==> src/rtl/s2cd_pkg.sv <==
`timescale 1ns / 1ps
`default_nettype none
// ============================================================================
// s2cd_pkg
// Shared widths, calendar constants, reciprocals and types for the
// seconds-to-calendar-date pipeline.
// ============================================================================
package s2cd_pkg;

    // Pipeline shape: stages 1..3 split seconds into days and seconds of day,
    // stages 4..12 run the calendar and time-of-day paths side by side.
    localparam int PIPE_DEPTH  = 12;
    localparam int DATE_FIRST  = 4;
    localparam int DATE_STAGES = PIPE_DEPTH - DATE_FIRST + 1;

    // Field and bus widths.
    localparam int SECS_W      = 32;
    localparam int DAYS_W      = 16;
    localparam int SOD_W       = 17;
    localparam int MINS_W      = 11;
    localparam int IN_TDATA_W  = 32;
    localparam int OUT_TDATA_W = 40;

    // Calendar constants.
    localparam int SECS_PER_DAY = 86400;
    localparam int SECS_PER_MIN = 60;
    localparam int MINS_PER_HR  = 60;
    localparam int EPOCH_DN     = 730119;
    localparam int DAYS_400Y    = 146097;
    localparam int DAYS_100Y    = 36524;
    localparam int DAYS_4Y      = 1461;
    localparam int DAYS_1Y      = 365;
    localparam int MONTH_MUL    = 12;
    localparam int MONTH_ADD    = 373;
    localparam int MONTH_DIV    = 367;
    localparam int MARCH_DOY    = 61;

    // Every day number of the input range lies in the fifth or sixth
    // 400-year cycle, so one compare on the day count picks the cycle.
    localparam int DN_SPLIT    = 5 * DAYS_400Y - EPOCH_DN;
    localparam int DN_OFF_LO   = EPOCH_DN - 4 * DAYS_400Y;
    localparam int YEAR_BASE_LO = 4 * 400;
    localparam int YEAR_BASE_HI = 5 * 400;

    // Index of the last slot in a cycle, and the last 4-year block of a century.
    localparam int CYCLE_LAST  = 4;
    localparam int YR4_LEAP    = 3;
    localparam int N4_LAST     = 24;
    localparam int CENT_LAST   = 3;

    // Floor reciprocals; each estimate is low by at most one and gets one
    // compare-and-subtract correction.
    localparam logic [15:0] DAY_RECIP = 16'((64'd1 << SECS_W) / 64'd86400);
    localparam logic [11:0] SOD_RECIP = 12'((64'd1 << SOD_W) / 64'd60);
    localparam logic [5:0]  MIN_RECIP = 6'((64'd1 << MINS_W) / 64'd60);
    localparam logic [5:0]  Q4Y_RECIP = 6'((64'd1 << 16) / 64'd1461);

    // Output field types.
    typedef logic [11:0] t_year;
    typedef logic [3:0]  t_month;
    typedef logic [4:0]  t_mday;
    typedef logic [4:0]  t_hour;
    typedef logic [5:0]  t_minute;
    typedef logic [5:0]  t_second;

    typedef struct packed {
        t_year  year;
        t_month month;
        t_mday  mday;
    } t_date;

    typedef struct packed {
        t_hour   hour;
        t_minute minute;
        t_second second;
    } t_tod;

    typedef logic [DATE_STAGES-1:0] t_date_en;

    // Day of year (from 0) on which a month starts in the month formula,
    // that is (367 * month - 362) / 12.
    function automatic logic [8:0] month_start(input t_month m);
        logic [8:0] v;
        case (m)
            4'd1:    v = 9'd0;
            4'd2:    v = 9'd31;
            4'd3:    v = 9'd61;
            4'd4:    v = 9'd92;
            4'd5:    v = 9'd122;
            4'd6:    v = 9'd153;
            4'd7:    v = 9'd183;
            4'd8:    v = 9'd214;
            4'd9:    v = 9'd245;
            4'd10:   v = 9'd275;
            4'd11:   v = 9'd306;
            4'd12:   v = 9'd336;
            default: v = 9'd0;
        endcase
        return v;
    endfunction

endpackage
`default_nettype wire

==> src/rtl/seconds_to_calendar_date_unit.sv <==
`timescale 1ns / 1ps
`default_nettype none
// ============================================================================
// seconds_to_calendar_date_unit
// Converts seconds since 2000-01-01 00:00:00 into Gregorian date and time.
// ============================================================================
// Usage:
//   Slave channel (i_s_*) takes one 32-bit seconds count per request.
//   Master channel (o_m_*) returns one date/time request per input, in order.
//   The pipeline has twelve register stages: a request accepted into the
//   first raises o_m_tvalid when it reaches the last and can leave there
//   when the path is not stalled. Throughput is one request per cycle
//   while i_m_tready is high. The depth is the three-stage day split
//   (reciprocal multiply, back-multiply, one correction) followed by
//   the nine-stage calendar path; the time-of-day divisions use six of those
//   stages and are delayed three more to line up with the date.
//   Each stage keeps a valid bit. When i_m_tready is low, the result holds
//   on the output and earlier stages keep advancing into empty slots, so
//   o_s_tready stays high until every stage holds a request.
//   Reset (i_rst_n low at a clock edge) clears all valid bits; data
//   registers are not cleared. No request is lost or repeated on a stall.
// ============================================================================
module seconds_to_calendar_date_unit (
    input  logic                                i_clk,
    input  logic                                i_rst_n,
    // Slave side: seconds requests.
    input  logic                                i_s_tvalid,
    output logic                                o_s_tready,
    input  logic [s2cd_pkg::IN_TDATA_W-1:0]     i_s_tdata,   // [31:0] seconds_since_epoch
    // Master side: calendar results.
    output logic                                o_m_tvalid,
    input  logic                                i_m_tready,
    // [11:0] year, [15:12] month, [20:16] day_of_month, [25:21] hour,
    // [31:26] minute, [37:32] second, [39:38] zero
    output logic [s2cd_pkg::OUT_TDATA_W-1:0]    o_m_tdata
);
    import s2cd_pkg::*;

    logic [PIPE_DEPTH:1] r_valid;
    logic [PIPE_DEPTH:1] stage_en;

    // Stage 1..3: split into days and seconds of day.
    logic [47:0]       s1_prod;
    logic [SECS_W-1:0] r1_secs;
    logic [DAYS_W-1:0] r1_dest;
    logic [SECS_W-1:0] r2_secs;
    logic [DAYS_W-1:0] r2_dest;
    logic [31:0]       r2_prod;
    logic [17:0]       s3_diff;
    logic [DAYS_W-1:0] n3_days;
    logic [SOD_W-1:0]  n3_sod;
    logic [DAYS_W-1:0] r3_days;
    logic [SOD_W-1:0]  r3_sod;

    // Stage 4..6: minutes of day and seconds.
    logic [28:0]       s4_prod;
    logic [SOD_W-1:0]  r4_sod;
    logic [MINS_W-1:0] r4_mest;
    logic [SOD_W-1:0]  r5_sod;
    logic [MINS_W-1:0] r5_mest;
    logic [SOD_W-1:0]  r5_p;
    logic [6:0]        s6_diff;
    logic [MINS_W-1:0] n6_mins;
    t_second           n6_sec;
    logic [MINS_W-1:0] r6_mins;
    t_second           r6_sec;

    // Stage 7..9: hour and minute.
    logic [16:0]       s7_prod;
    logic [MINS_W-1:0] r7_mins;
    t_hour             r7_hest;
    t_second           r7_sec;
    logic [MINS_W-1:0] r8_mins;
    t_hour             r8_hest;
    logic [MINS_W-1:0] r8_p;
    t_second           r8_sec;
    logic [6:0]        s9_diff;
    t_tod              n9_tod;
    t_tod              r9_tod;

    // Stage 10..12: align with the calendar path.
    t_tod              r10_tod;
    t_tod              r11_tod;
    t_tod              r12_tod;
    t_date             date_out;

    // ------------------------------------------------------- stage handshake
    // A stage may load when it is empty or when the next stage loads.
    always_comb begin
        stage_en[PIPE_DEPTH] = !r_valid[PIPE_DEPTH] || i_m_tready;
        for (int k = PIPE_DEPTH - 1; k >= 1; k--) begin
            stage_en[k] = !r_valid[k] || stage_en[k + 1];
        end
    end

    always_ff @(posedge i_clk) begin
        if (!i_rst_n) begin
            r_valid <= '0;
        end else begin
            if (stage_en[1]) begin
                r_valid[1] <= i_s_tvalid;
            end
            for (int k = 2; k <= PIPE_DEPTH; k++) begin
                if (stage_en[k]) begin
                    r_valid[k] <= r_valid[k - 1];
                end
            end
        end
    end

    assign o_s_tready = stage_en[1];
    assign o_m_tvalid = r_valid[PIPE_DEPTH];

    // ------------------------------------------------------------ stage 1
    // Day estimate from the floor reciprocal of 86400.
    assign s1_prod = 48'(i_s_tdata) * 48'(DAY_RECIP);

    always_ff @(posedge i_clk) begin
        if (stage_en[1]) begin
            r1_secs <= i_s_tdata;
            r1_dest <= s1_prod[47:32];
        end
    end

    // ------------------------------------------------------------ stage 2
    always_ff @(posedge i_clk) begin
        if (stage_en[2]) begin
            r2_secs <= r1_secs;
            r2_dest <= r1_dest;
            r2_prod <= 32'(r1_dest) * 32'(SECS_PER_DAY);
        end
    end

    // ------------------------------------------------------------ stage 3
    // The estimate is at most one day short.
    always_comb begin
        s3_diff = 18'(r2_secs - r2_prod);
        if (s3_diff >= 18'(SECS_PER_DAY)) begin
            n3_days = r2_dest + 16'd1;
            n3_sod  = 17'(s3_diff - 18'(SECS_PER_DAY));
        end else begin
            n3_days = r2_dest;
            n3_sod  = s3_diff[16:0];
        end
    end

    always_ff @(posedge i_clk) begin
        if (stage_en[3]) begin
            r3_days <= n3_days;
            r3_sod  <= n3_sod;
        end
    end

    // ------------------------------------------------------------ stage 4
    assign s4_prod = 29'(r3_sod) * 29'(SOD_RECIP);

    always_ff @(posedge i_clk) begin
        if (stage_en[4]) begin
            r4_sod  <= r3_sod;
            r4_mest <= s4_prod[27:17];
        end
    end

    // ------------------------------------------------------------ stage 5
    always_ff @(posedge i_clk) begin
        if (stage_en[5]) begin
            r5_sod  <= r4_sod;
            r5_mest <= r4_mest;
            r5_p    <= 17'(r4_mest) * 17'(SECS_PER_MIN);
        end
    end

    // ------------------------------------------------------------ stage 6
    always_comb begin
        s6_diff = 7'(r5_sod - r5_p);
        if (s6_diff >= 7'(SECS_PER_MIN)) begin
            n6_mins = r5_mest + 11'd1;
            n6_sec  = 6'(s6_diff - 7'(SECS_PER_MIN));
        end else begin
            n6_mins = r5_mest;
            n6_sec  = s6_diff[5:0];
        end
    end

    always_ff @(posedge i_clk) begin
        if (stage_en[6]) begin
            r6_mins <= n6_mins;
            r6_sec  <= n6_sec;
        end
    end

    // ------------------------------------------------------------ stage 7
    assign s7_prod = 17'(r6_mins) * 17'(MIN_RECIP);

    always_ff @(posedge i_clk) begin
        if (stage_en[7]) begin
            r7_mins <= r6_mins;
            r7_hest <= s7_prod[15:11];
            r7_sec  <= r6_sec;
        end
    end

    // ------------------------------------------------------------ stage 8
    always_ff @(posedge i_clk) begin
        if (stage_en[8]) begin
            r8_mins <= r7_mins;
            r8_hest <= r7_hest;
            r8_p    <= 11'(r7_hest) * 11'(MINS_PER_HR);
            r8_sec  <= r7_sec;
        end
    end

    // ------------------------------------------------------------ stage 9
    always_comb begin
        s9_diff       = 7'(r8_mins - r8_p);
        n9_tod.second = r8_sec;
        if (s9_diff >= 7'(MINS_PER_HR)) begin
            n9_tod.hour   = r8_hest + 5'd1;
            n9_tod.minute = 6'(s9_diff - 7'(MINS_PER_HR));
        end else begin
            n9_tod.hour   = r8_hest;
            n9_tod.minute = s9_diff[5:0];
        end
    end

    always_ff @(posedge i_clk) begin
        if (stage_en[9]) begin
            r9_tod <= n9_tod;
        end
    end

    // ---------------------------------------------------- stages 10 to 12
    always_ff @(posedge i_clk) begin
        if (stage_en[10]) begin
            r10_tod <= r9_tod;
        end
        if (stage_en[11]) begin
            r11_tod <= r10_tod;
        end
        if (stage_en[12]) begin
            r12_tod <= r11_tod;
        end
    end

    // Calendar path runs in stages 4 to 12.
    s2cd_date u_date (
        .i_clk  (i_clk),
        .i_en   (stage_en[PIPE_DEPTH:DATE_FIRST]),
        .i_days (r3_days),
        .o_date (date_out)
    );

    // ----------------------------------------------------------- output pack
    assign o_m_tdata = {2'b00, r12_tod.second, r12_tod.minute, r12_tod.hour,
                        date_out.mday, date_out.month, date_out.year};

endmodule
`default_nettype wire

==> src/rtl/s2cd_date.sv <==
`timescale 1ns / 1ps
`default_nettype none
// ============================================================================
// s2cd_date
// Nine-stage calendar path: turns a day count since 2000-01-01 into
// year, month and day of month with the 400/100/4/1-year cycle split.
// ============================================================================
module s2cd_date (
    input  logic                          i_clk,
    input  s2cd_pkg::t_date_en            i_en,
    input  logic [s2cd_pkg::DAYS_W-1:0]   i_days,
    output s2cd_pkg::t_date               o_date
);
    import s2cd_pkg::*;

    // Stage 0: pick the 400-year cycle and the day within it.
    logic        n_d0_hi;
    logic [17:0] n_d0_q;
    logic        r_d0_hi;
    logic [17:0] r_d0_q;

    // Stage 1: century within the cycle.
    logic [2:0]  n_d1_cent;
    logic [15:0] n_d1_rem100;
    logic        r_d1_hi;
    logic [2:0]  r_d1_cent;
    logic [15:0] r_d1_rem100;

    // Stage 2: estimate of the 4-year block.
    logic [21:0] d2_prod;
    logic        r_d2_hi;
    logic [2:0]  r_d2_cent;
    logic [15:0] r_d2_rem100;
    logic [4:0]  r_d2_n4e;

    // Stage 3: start of the estimated block.
    logic        r_d3_hi;
    logic [2:0]  r_d3_cent;
    logic [15:0] r_d3_rem100;
    logic [4:0]  r_d3_n4e;
    logic [15:0] r_d3_p;

    // Stage 4: corrected block and day within it.
    logic [11:0] d4_diff;
    logic [4:0]  n_d4_n4;
    logic [10:0] n_d4_rem4;
    logic        r_d4_hi;
    logic [2:0]  r_d4_cent;
    logic [4:0]  r_d4_n4;
    logic [10:0] r_d4_rem4;

    // Stage 5: year within block, day of year, leap flag.
    logic [2:0]  d5_yr4;
    logic        d5_last;
    logic [8:0]  n_d5_doy;
    logic        n_d5_leap;
    logic [6:0]  n_d5_low;
    logic        r_d5_hi;
    logic [2:0]  r_d5_cent;
    logic [6:0]  r_d5_low;
    logic [8:0]  r_d5_doy;
    logic        r_d5_leap;

    // Stage 6: year and month numerator.
    logic [1:0]  d6_corr;
    logic [8:0]  d6_x;
    logic [11:0] n_d6_year;
    logic [12:0] n_d6_num;
    t_year       r_d6_year;
    logic [12:0] r_d6_num;
    logic [8:0]  r_d6_doy;
    logic [1:0]  r_d6_corr;

    // Stage 7: month.
    t_month      n_d7_month;
    logic [1:0]  n_d7_k;
    t_year       r_d7_year;
    t_month      r_d7_month;
    logic [1:0]  r_d7_k;
    logic [8:0]  r_d7_doy;

    // Stage 8: day of month, output register.
    logic [9:0]  d8_mday;
    t_date       r_d8_date;

    // ---------------------------------------------------------------- stage 0
    always_comb begin
        n_d0_hi = (i_days >= 16'(DN_SPLIT));
        if (n_d0_hi) begin
            n_d0_q = 18'(i_days) - 18'(DN_SPLIT);
        end else begin
            n_d0_q = 18'(i_days) + 18'(DN_OFF_LO);
        end
    end

    always_ff @(posedge i_clk) begin
        if (i_en[0]) begin
            r_d0_hi <= n_d0_hi;
            r_d0_q  <= n_d0_q;
        end
    end

    // ---------------------------------------------------------------- stage 1
    // The century count is the number of century bounds passed.
    always_comb begin
        n_d1_cent = '0;
        for (int j = 1; j <= CYCLE_LAST; j++) begin
            if (r_d0_q >= 18'(j * DAYS_100Y)) begin
                n_d1_cent = n_d1_cent + 3'd1;
            end
        end
        n_d1_rem100 = 16'(r_d0_q - 18'(int'(n_d1_cent) * DAYS_100Y));
    end

    always_ff @(posedge i_clk) begin
        if (i_en[1]) begin
            r_d1_hi     <= r_d0_hi;
            r_d1_cent   <= n_d1_cent;
            r_d1_rem100 <= n_d1_rem100;
        end
    end

    // ---------------------------------------------------------------- stage 2
    assign d2_prod = 22'(r_d1_rem100) * 22'(Q4Y_RECIP);

    always_ff @(posedge i_clk) begin
        if (i_en[2]) begin
            r_d2_hi     <= r_d1_hi;
            r_d2_cent   <= r_d1_cent;
            r_d2_rem100 <= r_d1_rem100;
            r_d2_n4e    <= d2_prod[20:16];
        end
    end

    // ---------------------------------------------------------------- stage 3
    always_ff @(posedge i_clk) begin
        if (i_en[3]) begin
            r_d3_hi     <= r_d2_hi;
            r_d3_cent   <= r_d2_cent;
            r_d3_rem100 <= r_d2_rem100;
            r_d3_n4e    <= r_d2_n4e;
            r_d3_p      <= 16'(r_d2_n4e) * 16'(DAYS_4Y);
        end
    end

    // ---------------------------------------------------------------- stage 4
    // The estimate may be one block short; fix it with one subtract.
    always_comb begin
        d4_diff = 12'(r_d3_rem100 - r_d3_p);
        if (d4_diff >= 12'(DAYS_4Y)) begin
            n_d4_n4   = r_d3_n4e + 5'd1;
            n_d4_rem4 = 11'(d4_diff - 12'(DAYS_4Y));
        end else begin
            n_d4_n4   = r_d3_n4e;
            n_d4_rem4 = d4_diff[10:0];
        end
    end

    always_ff @(posedge i_clk) begin
        if (i_en[4]) begin
            r_d4_hi   <= r_d3_hi;
            r_d4_cent <= r_d3_cent;
            r_d4_n4   <= n_d4_n4;
            r_d4_rem4 <= n_d4_rem4;
        end
    end

    // ---------------------------------------------------------------- stage 5
    // On the last day of a 400-year cycle or a 4-year block the year count
    // stays and the day is December 31 of a leap year.
    always_comb begin
        d5_yr4 = '0;
        for (int j = 1; j <= CYCLE_LAST; j++) begin
            if (r_d4_rem4 >= 11'(j * DAYS_1Y)) begin
                d5_yr4 = d5_yr4 + 3'd1;
            end
        end
        d5_last = (r_d4_cent == 3'(CYCLE_LAST)) || (d5_yr4 == 3'(CYCLE_LAST));
        if (d5_last) begin
            n_d5_doy = 9'(DAYS_1Y);
        end else begin
            n_d5_doy = 9'(r_d4_rem4 - 11'(int'(d5_yr4) * DAYS_1Y));
        end
        // A year ending a block is leap unless it ends a century that is
        // not the last one of the 400-year cycle.
        n_d5_leap = d5_last
                 || ((d5_yr4 == 3'(YR4_LEAP))
                     && ((r_d4_n4 != 5'(N4_LAST)) || (r_d4_cent == 3'(CENT_LAST))));
        n_d5_low  = {r_d4_n4, 2'b00} + 7'(d5_yr4) + 7'(!d5_last);
    end

    always_ff @(posedge i_clk) begin
        if (i_en[5]) begin
            r_d5_hi   <= r_d4_hi;
            r_d5_cent <= r_d4_cent;
            r_d5_low  <= n_d5_low;
            r_d5_doy  <= n_d5_doy;
            r_d5_leap <= n_d5_leap;
        end
    end

    // ---------------------------------------------------------------- stage 6
    always_comb begin
        d6_corr = r_d5_leap ? 2'd1 : 2'd2;
        if ((10'(r_d5_doy) + 10'(d6_corr)) < 10'(MARCH_DOY)) begin
            d6_x = r_d5_doy;
        end else begin
            d6_x = r_d5_doy + 9'(d6_corr);
        end
        n_d6_num  = 13'(d6_x) * 13'(MONTH_MUL) + 13'(MONTH_ADD);
        n_d6_year = 12'(r_d5_hi ? YEAR_BASE_HI : YEAR_BASE_LO)
                  + 12'(int'(r_d5_cent) * 100) + 12'(r_d5_low);
    end

    always_ff @(posedge i_clk) begin
        if (i_en[6]) begin
            r_d6_year <= n_d6_year;
            r_d6_num  <= n_d6_num;
            r_d6_doy  <= r_d5_doy;
            r_d6_corr <= d6_corr;
        end
    end

    // ---------------------------------------------------------------- stage 7
    // Month is the numerator divided by 367, counted over the twelve bounds.
    always_comb begin
        n_d7_month = '0;
        for (int j = 1; j <= MONTH_MUL; j++) begin
            if (r_d6_num >= 13'(j * MONTH_DIV)) begin
                n_d7_month = n_d7_month + 4'd1;
            end
        end
        n_d7_k = (n_d7_month <= 4'd2) ? 2'd0 : r_d6_corr;
    end

    always_ff @(posedge i_clk) begin
        if (i_en[7]) begin
            r_d7_year  <= r_d6_year;
            r_d7_month <= n_d7_month;
            r_d7_k     <= n_d7_k;
            r_d7_doy   <= r_d6_doy;
        end
    end

    // ---------------------------------------------------------------- stage 8
    assign d8_mday = 10'(r_d7_doy) + 10'(r_d7_k) + 10'd1 - 10'(month_start(r_d7_month));

    always_ff @(posedge i_clk) begin
        if (i_en[8]) begin
            r_d8_date.year  <= r_d7_year;
            r_d8_date.month <= r_d7_month;
            r_d8_date.mday  <= d8_mday[4:0];
        end
    end

    assign o_date = r_d8_date;

endmodule
`default_nettype wire

==> config.mk <==
export PLATFORM = sky130hd
export DESIGN_NAME = seconds_to_calendar_date_unit
export DESIGN_NICKNAME = d
export VERILOG_FILES = /design/src/rtl/s2cd_pkg.sv /design/src/rtl/seconds_to_calendar_date_unit.sv /design/src/rtl/s2cd_date.sv
export SDC_FILE = /design/constraint.sdc
export NUM_CORES = 1
export LEC_CHECK = 0
export BUFFER_PORTS_ARGS = -buffer_cell sky130_fd_sc_hd__buf_2
export CORE_ASPECT_RATIO = 0.8
export CORE_UTILIZATION = 40
export CTS_BUF_LIST = sky130_fd_sc_hd__clkbuf_4 sky130_fd_sc_hd__clkbuf_8
export DETAILED_ROUTE_END_ITERATION = 8
export GPL_ROUTABILITY_DRIVEN = 0
export PLACE_DENSITY = 0.62
export SYNTH_ARGS = -nofsm -noshare
export SYNTH_HDL_FRONTEND = slang
export SYNTH_SLANG_ARGS = --single-unit
==> constraint.sdc <==
create_clock -name i_clk -period 8.5 [get_ports i_clk]
set_clock_uncertainty 0.15 [all_clocks]
set_input_delay 0.425 -clock i_clk [delete_from_list [all_inputs] [get_ports i_clk]]
set_output_delay 0.425 -clock i_clk [all_outputs]
set_load 0.03 [all_outputs]
==> results of run 1 <==
[cell type report]
class | instances | area [um^2]
fillers | 7772 | 46400
clock inverters | 44 | 404
diodes | 1 | 2.50
inverters | 553 | 2080
multi-input cells | 1785 | 17400
well taps | 1115 | 1400
flip-flops and latches | 499 | 14800
repair buffers | 110 | 696
clock buffers | 107 | 1310
[metal layers]
layer,wire [um],GRT usage [%],part of all wire [%],up-vias
met2,24800,21.2,46,230
met1,27000,17.7,50,9109
li1,-,-,-,10100
met3,1610,2.35,3.0,76
met4,928,3.32,1.7,0
met5,0,0,0,-
[worst paths after layout]
kind	endpoint	slack (ps)	cells past startpoint
worst max-delay path	register	930	37
worst min-delay path	u_date.r_d7_doy[2]	260	0
worst max register to register	register	930	37
worst min register to register	u_date.r_d7_doy[2]	260	0
[sequential cells by signal, summed over array words and instances (netlist names), 12 cells and up, named ones only]
name	cells
r1_secs	18
r_valid	12
r2_dest	16
r1_dest	16
u_date.r_d1_rem100	16
r3_sod	17
u_date.r_d3_rem100	12
r10_tod	17
u_date.r_d0_q	18
u_date.o_date	21
r2_secs	18
u_date.r_d7_year	12
r3_days	16
u_date.r_d3_p	12
u_date.r_d6_year	12
r9_tod	17
r11_tod	17
o_m_tdata	17
u_date.r_d2_rem100	12
[cells by family after synthesis]
group / after synthesis
AOI/OAI and AO/OA: 367
other: 1
and+or+nand+nor: 422
DFF: 499
adders and majority gates: 699
buffers and inverters: 574
xor gates and xnor gates: 270
muxes: 25
[metrics by stage]
stage	setup WS, ps	cell area, um^2	hold slack, ps	cells	utilization [%]
after floorplan	1930	34400	250	2858	-
after global placement	1160	36100	250	4039	42.8
after detailed placement	953	36100	255	4039	42.8
after CTS	948	38100	263	4213	45.1
after global routing	222	38100	269	4214	45.1
final	930	38100	263	4214	45.1
[Yosys cell counts (all sizes together) (6+ instances only)]
library cell  instances
nand3                35
o21bai               26
a211oi               10
and3                 21
a31oi                17
nor3b                10
o211ai               12
o21a                 16
a21o                 42
nor2                129
buf                  11
edfxtp              482
nor3                 29
nand4                14
a21oi               115
o41ai                 6
a21boi                9
nor4                 10
nand2b               23
xnor2               185
ha                  510
dfxtp                17
mux2i                14
inv                 552
xor2                 82
nor2b                32
mux2                 11
fa                  189
clkbuf               10
and2                  9
o21ai                69
nand2                89
[worst max-delay path, delay by kind of cell (launching register included)]
kind / cells / cell delay, ps
muxes: 5 / 1600
adders and majority gates: 6 / 1580
and+or+nand+nor: 8 / 1400
AOI/OAI and AO/OA: 7 / 1180
xor gates and xnor gates: 5 / 660
DFF: 1 / 560
buffers and inverters: 6 / 350
==> flow_summary.ini, run 1 <==
[placed_design]
io_buffer_count = 75
dp_hpwl_um = 42900

[synth]
yosys.area_share.xor_xnor_pct = 7.20
synth_cells = 2857
ys_warn_count = 0
synthMuxAreaShare_pct = 0.768
synth_top_family_by_area = adder cells
async_flop_share_pct = 0
avgSynthCellArea_um2 = 12.0
synth_top_area_share_pct = 42.1
yosys.area_share.simple_pct = 6.06
ys_seq_area_share_pct = 43.1
synth-compound-area-share_pct = 6.92
synth_seq_cells = 499
synthTopCellsByArea = edfxtp_1, ha_1, fa_1
synth_edf_count = 482
synthAdderAreaFrac_pct = 29.6
yosys.cell_types.count = 78
synthFlopType = edfxtp_1
syn_area_mm2 = 0.0344
synth_top_area_cell = edfxtp_1

[sta]
rsz0062_at_grt = no
maxSlewViolCount = 0
fin_tns_setup_ps = 0
tightest_slew_ps = 1120
slew_headroom_pct = 24.9
hold_violations = 0
period_minus_slack_ps = 7570
finalCritPeriodShare_pct = 89.1
fmax_mhz = 132
setup_viol = 0

[cts]
post_cts_buffers = 0
cts_sinks = 499
cts_resized = 0
cts_buffers = 81
cts_buffer_depth = 3
h-tree-depth = 3
ctsHoldBuffers = 23
clk_pin_slew_ps = 60
root_buffer = clkbuf_8
clk_latency_ps = 680
cts_tree = done

[floorplan]
dieHeight_um = 264
std_cell_rows = 95
start_util_pct = 40.7
die_w_um = 330
coreArea_mm2 = 0.0845
die_area_mm2 = 0.0871
ios = 78

[cells_and_area]
syn_to_final_growth_pct = 10.8
fin_nets = 3765
final_common_cell = inv_1
final_cell_mix = inv_1, ha_1, edfxtp_1
drive_gt1_share_pct = 8.17

[route]
avgRoutedWirePerCell_um = 12.9
first_pass_iters = 7
vias_per_cell = 4.64
ant_nets = 0
drt_iter0_drc = 877
vias = 19500
drc = 1
totalWireLength_um = 54400

[setup_path]
worstSetupEndpointType = register
timing.critical_path.from = u_date.r_d6_num[12]
critPathMaxStageDelay_ps = 560
cp_slowest_cell = edfxtp_1
r2r-start = u_date.r_d6_num[12]
cp-start-kind = register
cp.required_ps = 8950
crit_arrival_ps = 8020
path_class = reg2reg
critical_path.max_fanout = 13

[global_routing]
grt-ovfl-total = 0
antenna_found_initial = 1
grt_use_total_pct = 13.0
grt_max_degree = 50
grt_pass1_wl_um = 93800
grt_pass1_vias = 19800

[min_path]
hold_class = reg2reg
hp-start = u_date.r_d6_doy[2]

[outcome]
status = complete, but fails checks
failed_checks = design-rule violations

[job]
drv_cap = 0
Power of run 1 is not shown: default switching activity piles up to over one toggle a cycle in this logic, so the estimate is an artifact.
==> run 2: changes to the inputs <==
CORE_UTILIZATION = 66   (was 40)
CTS_BUF_LIST = sky130_fd_sc_hd__clkbuf_8   (was sky130_fd_sc_hd__clkbuf_4 sky130_fd_sc_hd__clkbuf_8)
PLACE_DENSITY = 0.9   (was 0.62)
==> run 2 against run 1 <==
Against the previous run:
- the flow now finishes without violations
- sequential share of layout area rose by 0.71 points
- cell area fell by 1.8%
- die area fell by 39%
- utilization rose by 28 points
- highest routed layer unchanged
- global-route usage rose by 12 points
- first-iteration DRC count rose by 120%
- maximum frequency fell by 3.9%
- register-to-register slack got worse by 310 ps
- clock-buffer cell count fell by 22
- sequential cell count did not move
- critical path depth fell by 3
==> flow_summary.ini, run 2 (synthesis results as in run 1) <==
[cts]
cts_tree = done
root_buffer = clkbuf_8
h-tree-depth = 3
cts_buffer_depth = 3
post_cts_buffers = 0
cts_sinks = 499
cts_buffers = 81
clk_latency_ps = 650
clk_pin_slew_ps = 60

[setup_path]
r2r-start = u_date.r_d6_num[12]
cp_slowest_cell = edfxtp_1
timing.critical_path.from = u_date.r_d6_num[12]
critical_path.max_fanout = 13
path_class = reg2reg
worstSetupEndpointType = register
cp.required_ps = 8910
critPathMaxStageDelay_ps = 570
crit_arrival_ps = 8290
regToRegSetupSlack_ps = 620
reg2reg_depth = 34
critPathMostFrequentCell = ha_1
cp-start-kind = register

[sta]
tightest_slew_ps = 1120
holdWs_ps = 253
finalCritPeriodShare_pct = 92.7
hold_violations = 0
setup_viol = 0
period_minus_slack_ps = 7880
rsz0062_at_grt = no
slew_headroom_pct = 24.9
fin_tns_setup_ps = 0
fmax_mhz = 127
maxSlewViolCount = 0

[cells_and_area]
drive_gt1_share_pct = 7.75
largest_register_ffs = 21
final_cell_mix = inv_1, ha_1, edfxtp_1
syn_to_final_growth_pct = 8.85
utilization_pct = 73.0
num-fill-cells = 2981
fin_nets = 3765
final_common_cell = inv_1

[route]
vias = 21400
vias_per_cell = 5.66
totalWireLength_um = 64400
avgRoutedWirePerCell_um = 17.0
drt_iter0_drc = 1888
ant_nets = 0
first_pass_iters = 6
drc = 0

[floorplan]
die_area_mm2 = 0.0530
coreArea_mm2 = 0.0512
die_w_um = 257
dieHeight_um = 206
start_util_pct = 67.1
std_cell_rows = 74
ios = 78

[global_routing]
antenna_found_initial = 1
grt_pass1_vias = 23000
grt_max_degree = 48
grt_pass1_wl_um = 108000
grt-ovfl-total = 0
grt_use_total_pct = 25.2

[min_path]
hold_class = reg2reg
holdPathStages = 0

[job]
drv_cap = 0

[placed_design]
io_buffer_count = 75
dp_hpwl_um = 50100

[outcome]
status = finished, final reports clean
[run 2: changes by cell type in the layout (fill, tap and decap cells not counted), sizes merged]
cell      delta
bufinv       -3
clkbuf      -22
clkinv       +6
clkinvlp     +1
inv         +18
[run 2: worst min path at each step]
stage,startpoint,endpoint,slack (ps)
6_report,r6_sec[0],r7_sec[0],250
5_1_grt,r6_sec[0],r7_sec[0],250
4_1_cts,u_date.r_d2_rem100[3],u_date.r_d3_rem100[3],250
3_5_place_dp,r9_tod[11],r10_tod[11],250
3_3_place_gp,r1_dest[11],r2_dest[11],250
2_1_floorplan,r11_tod[12],o_m_tdata[21],250
[run 2: worst max-delay path: cells and delay by family, from the launching register on]
family	cells	cell delay [ps]
xor gates and xnor gates	4	680
buffers and inverters	4	280
and+or+nand+nor	9	1610
AOI/OAI and AO/OA	7	1350
adders and majority gates	7	2080
DFF	1	570
muxes	3	1060
[run 2: final cells by class]
cell class              instances  area, um^2  area share, %
flip-flops and latches        499       14800           39.6
diodes                          1        2.50        0.00669
multi-input cells            1785       17400           46.5
well taps                     684         856           2.29
clock buffers                  85        1170           3.13
inverters                     553        2080           5.55
clock inverters                66         403           1.08
repair buffers                110         696           1.86
[run 2: per-stage QoR]
step / setup WS [ps] / instance area (um^2) / std cells
after floorplan: 1930 / 34400 / 2858
after global placement: 1370 / 35600 / 3608
after detailed placement: 773 / 35600 / 3608
after CTS: 632 / 37400 / 3782
after global routing: 185 / 37400 / 3783
final: 621 / 37400 / 3783
[run 2: layer usage]
layer | share of wire, % | track usage (%) | vias up
li1 | - | - | 10100
met1 | 38 | 27.9 | 10300
met2 | 54 | 47.8 | 711
met5 | 0 | 0 | -
met4 | 3.7 | 11.1 | 0
met3 | 4.6 | 4.12 | 224
[run 2: what timing repair did]
action / CTS / global route
gates resized for setup: 0 / 1
setup endpoints to repair: 0 / 1
hold endpoints to repair: 29 / 0
hold buffers: 23 / 0
Power of run 2 is left out for the same reason.
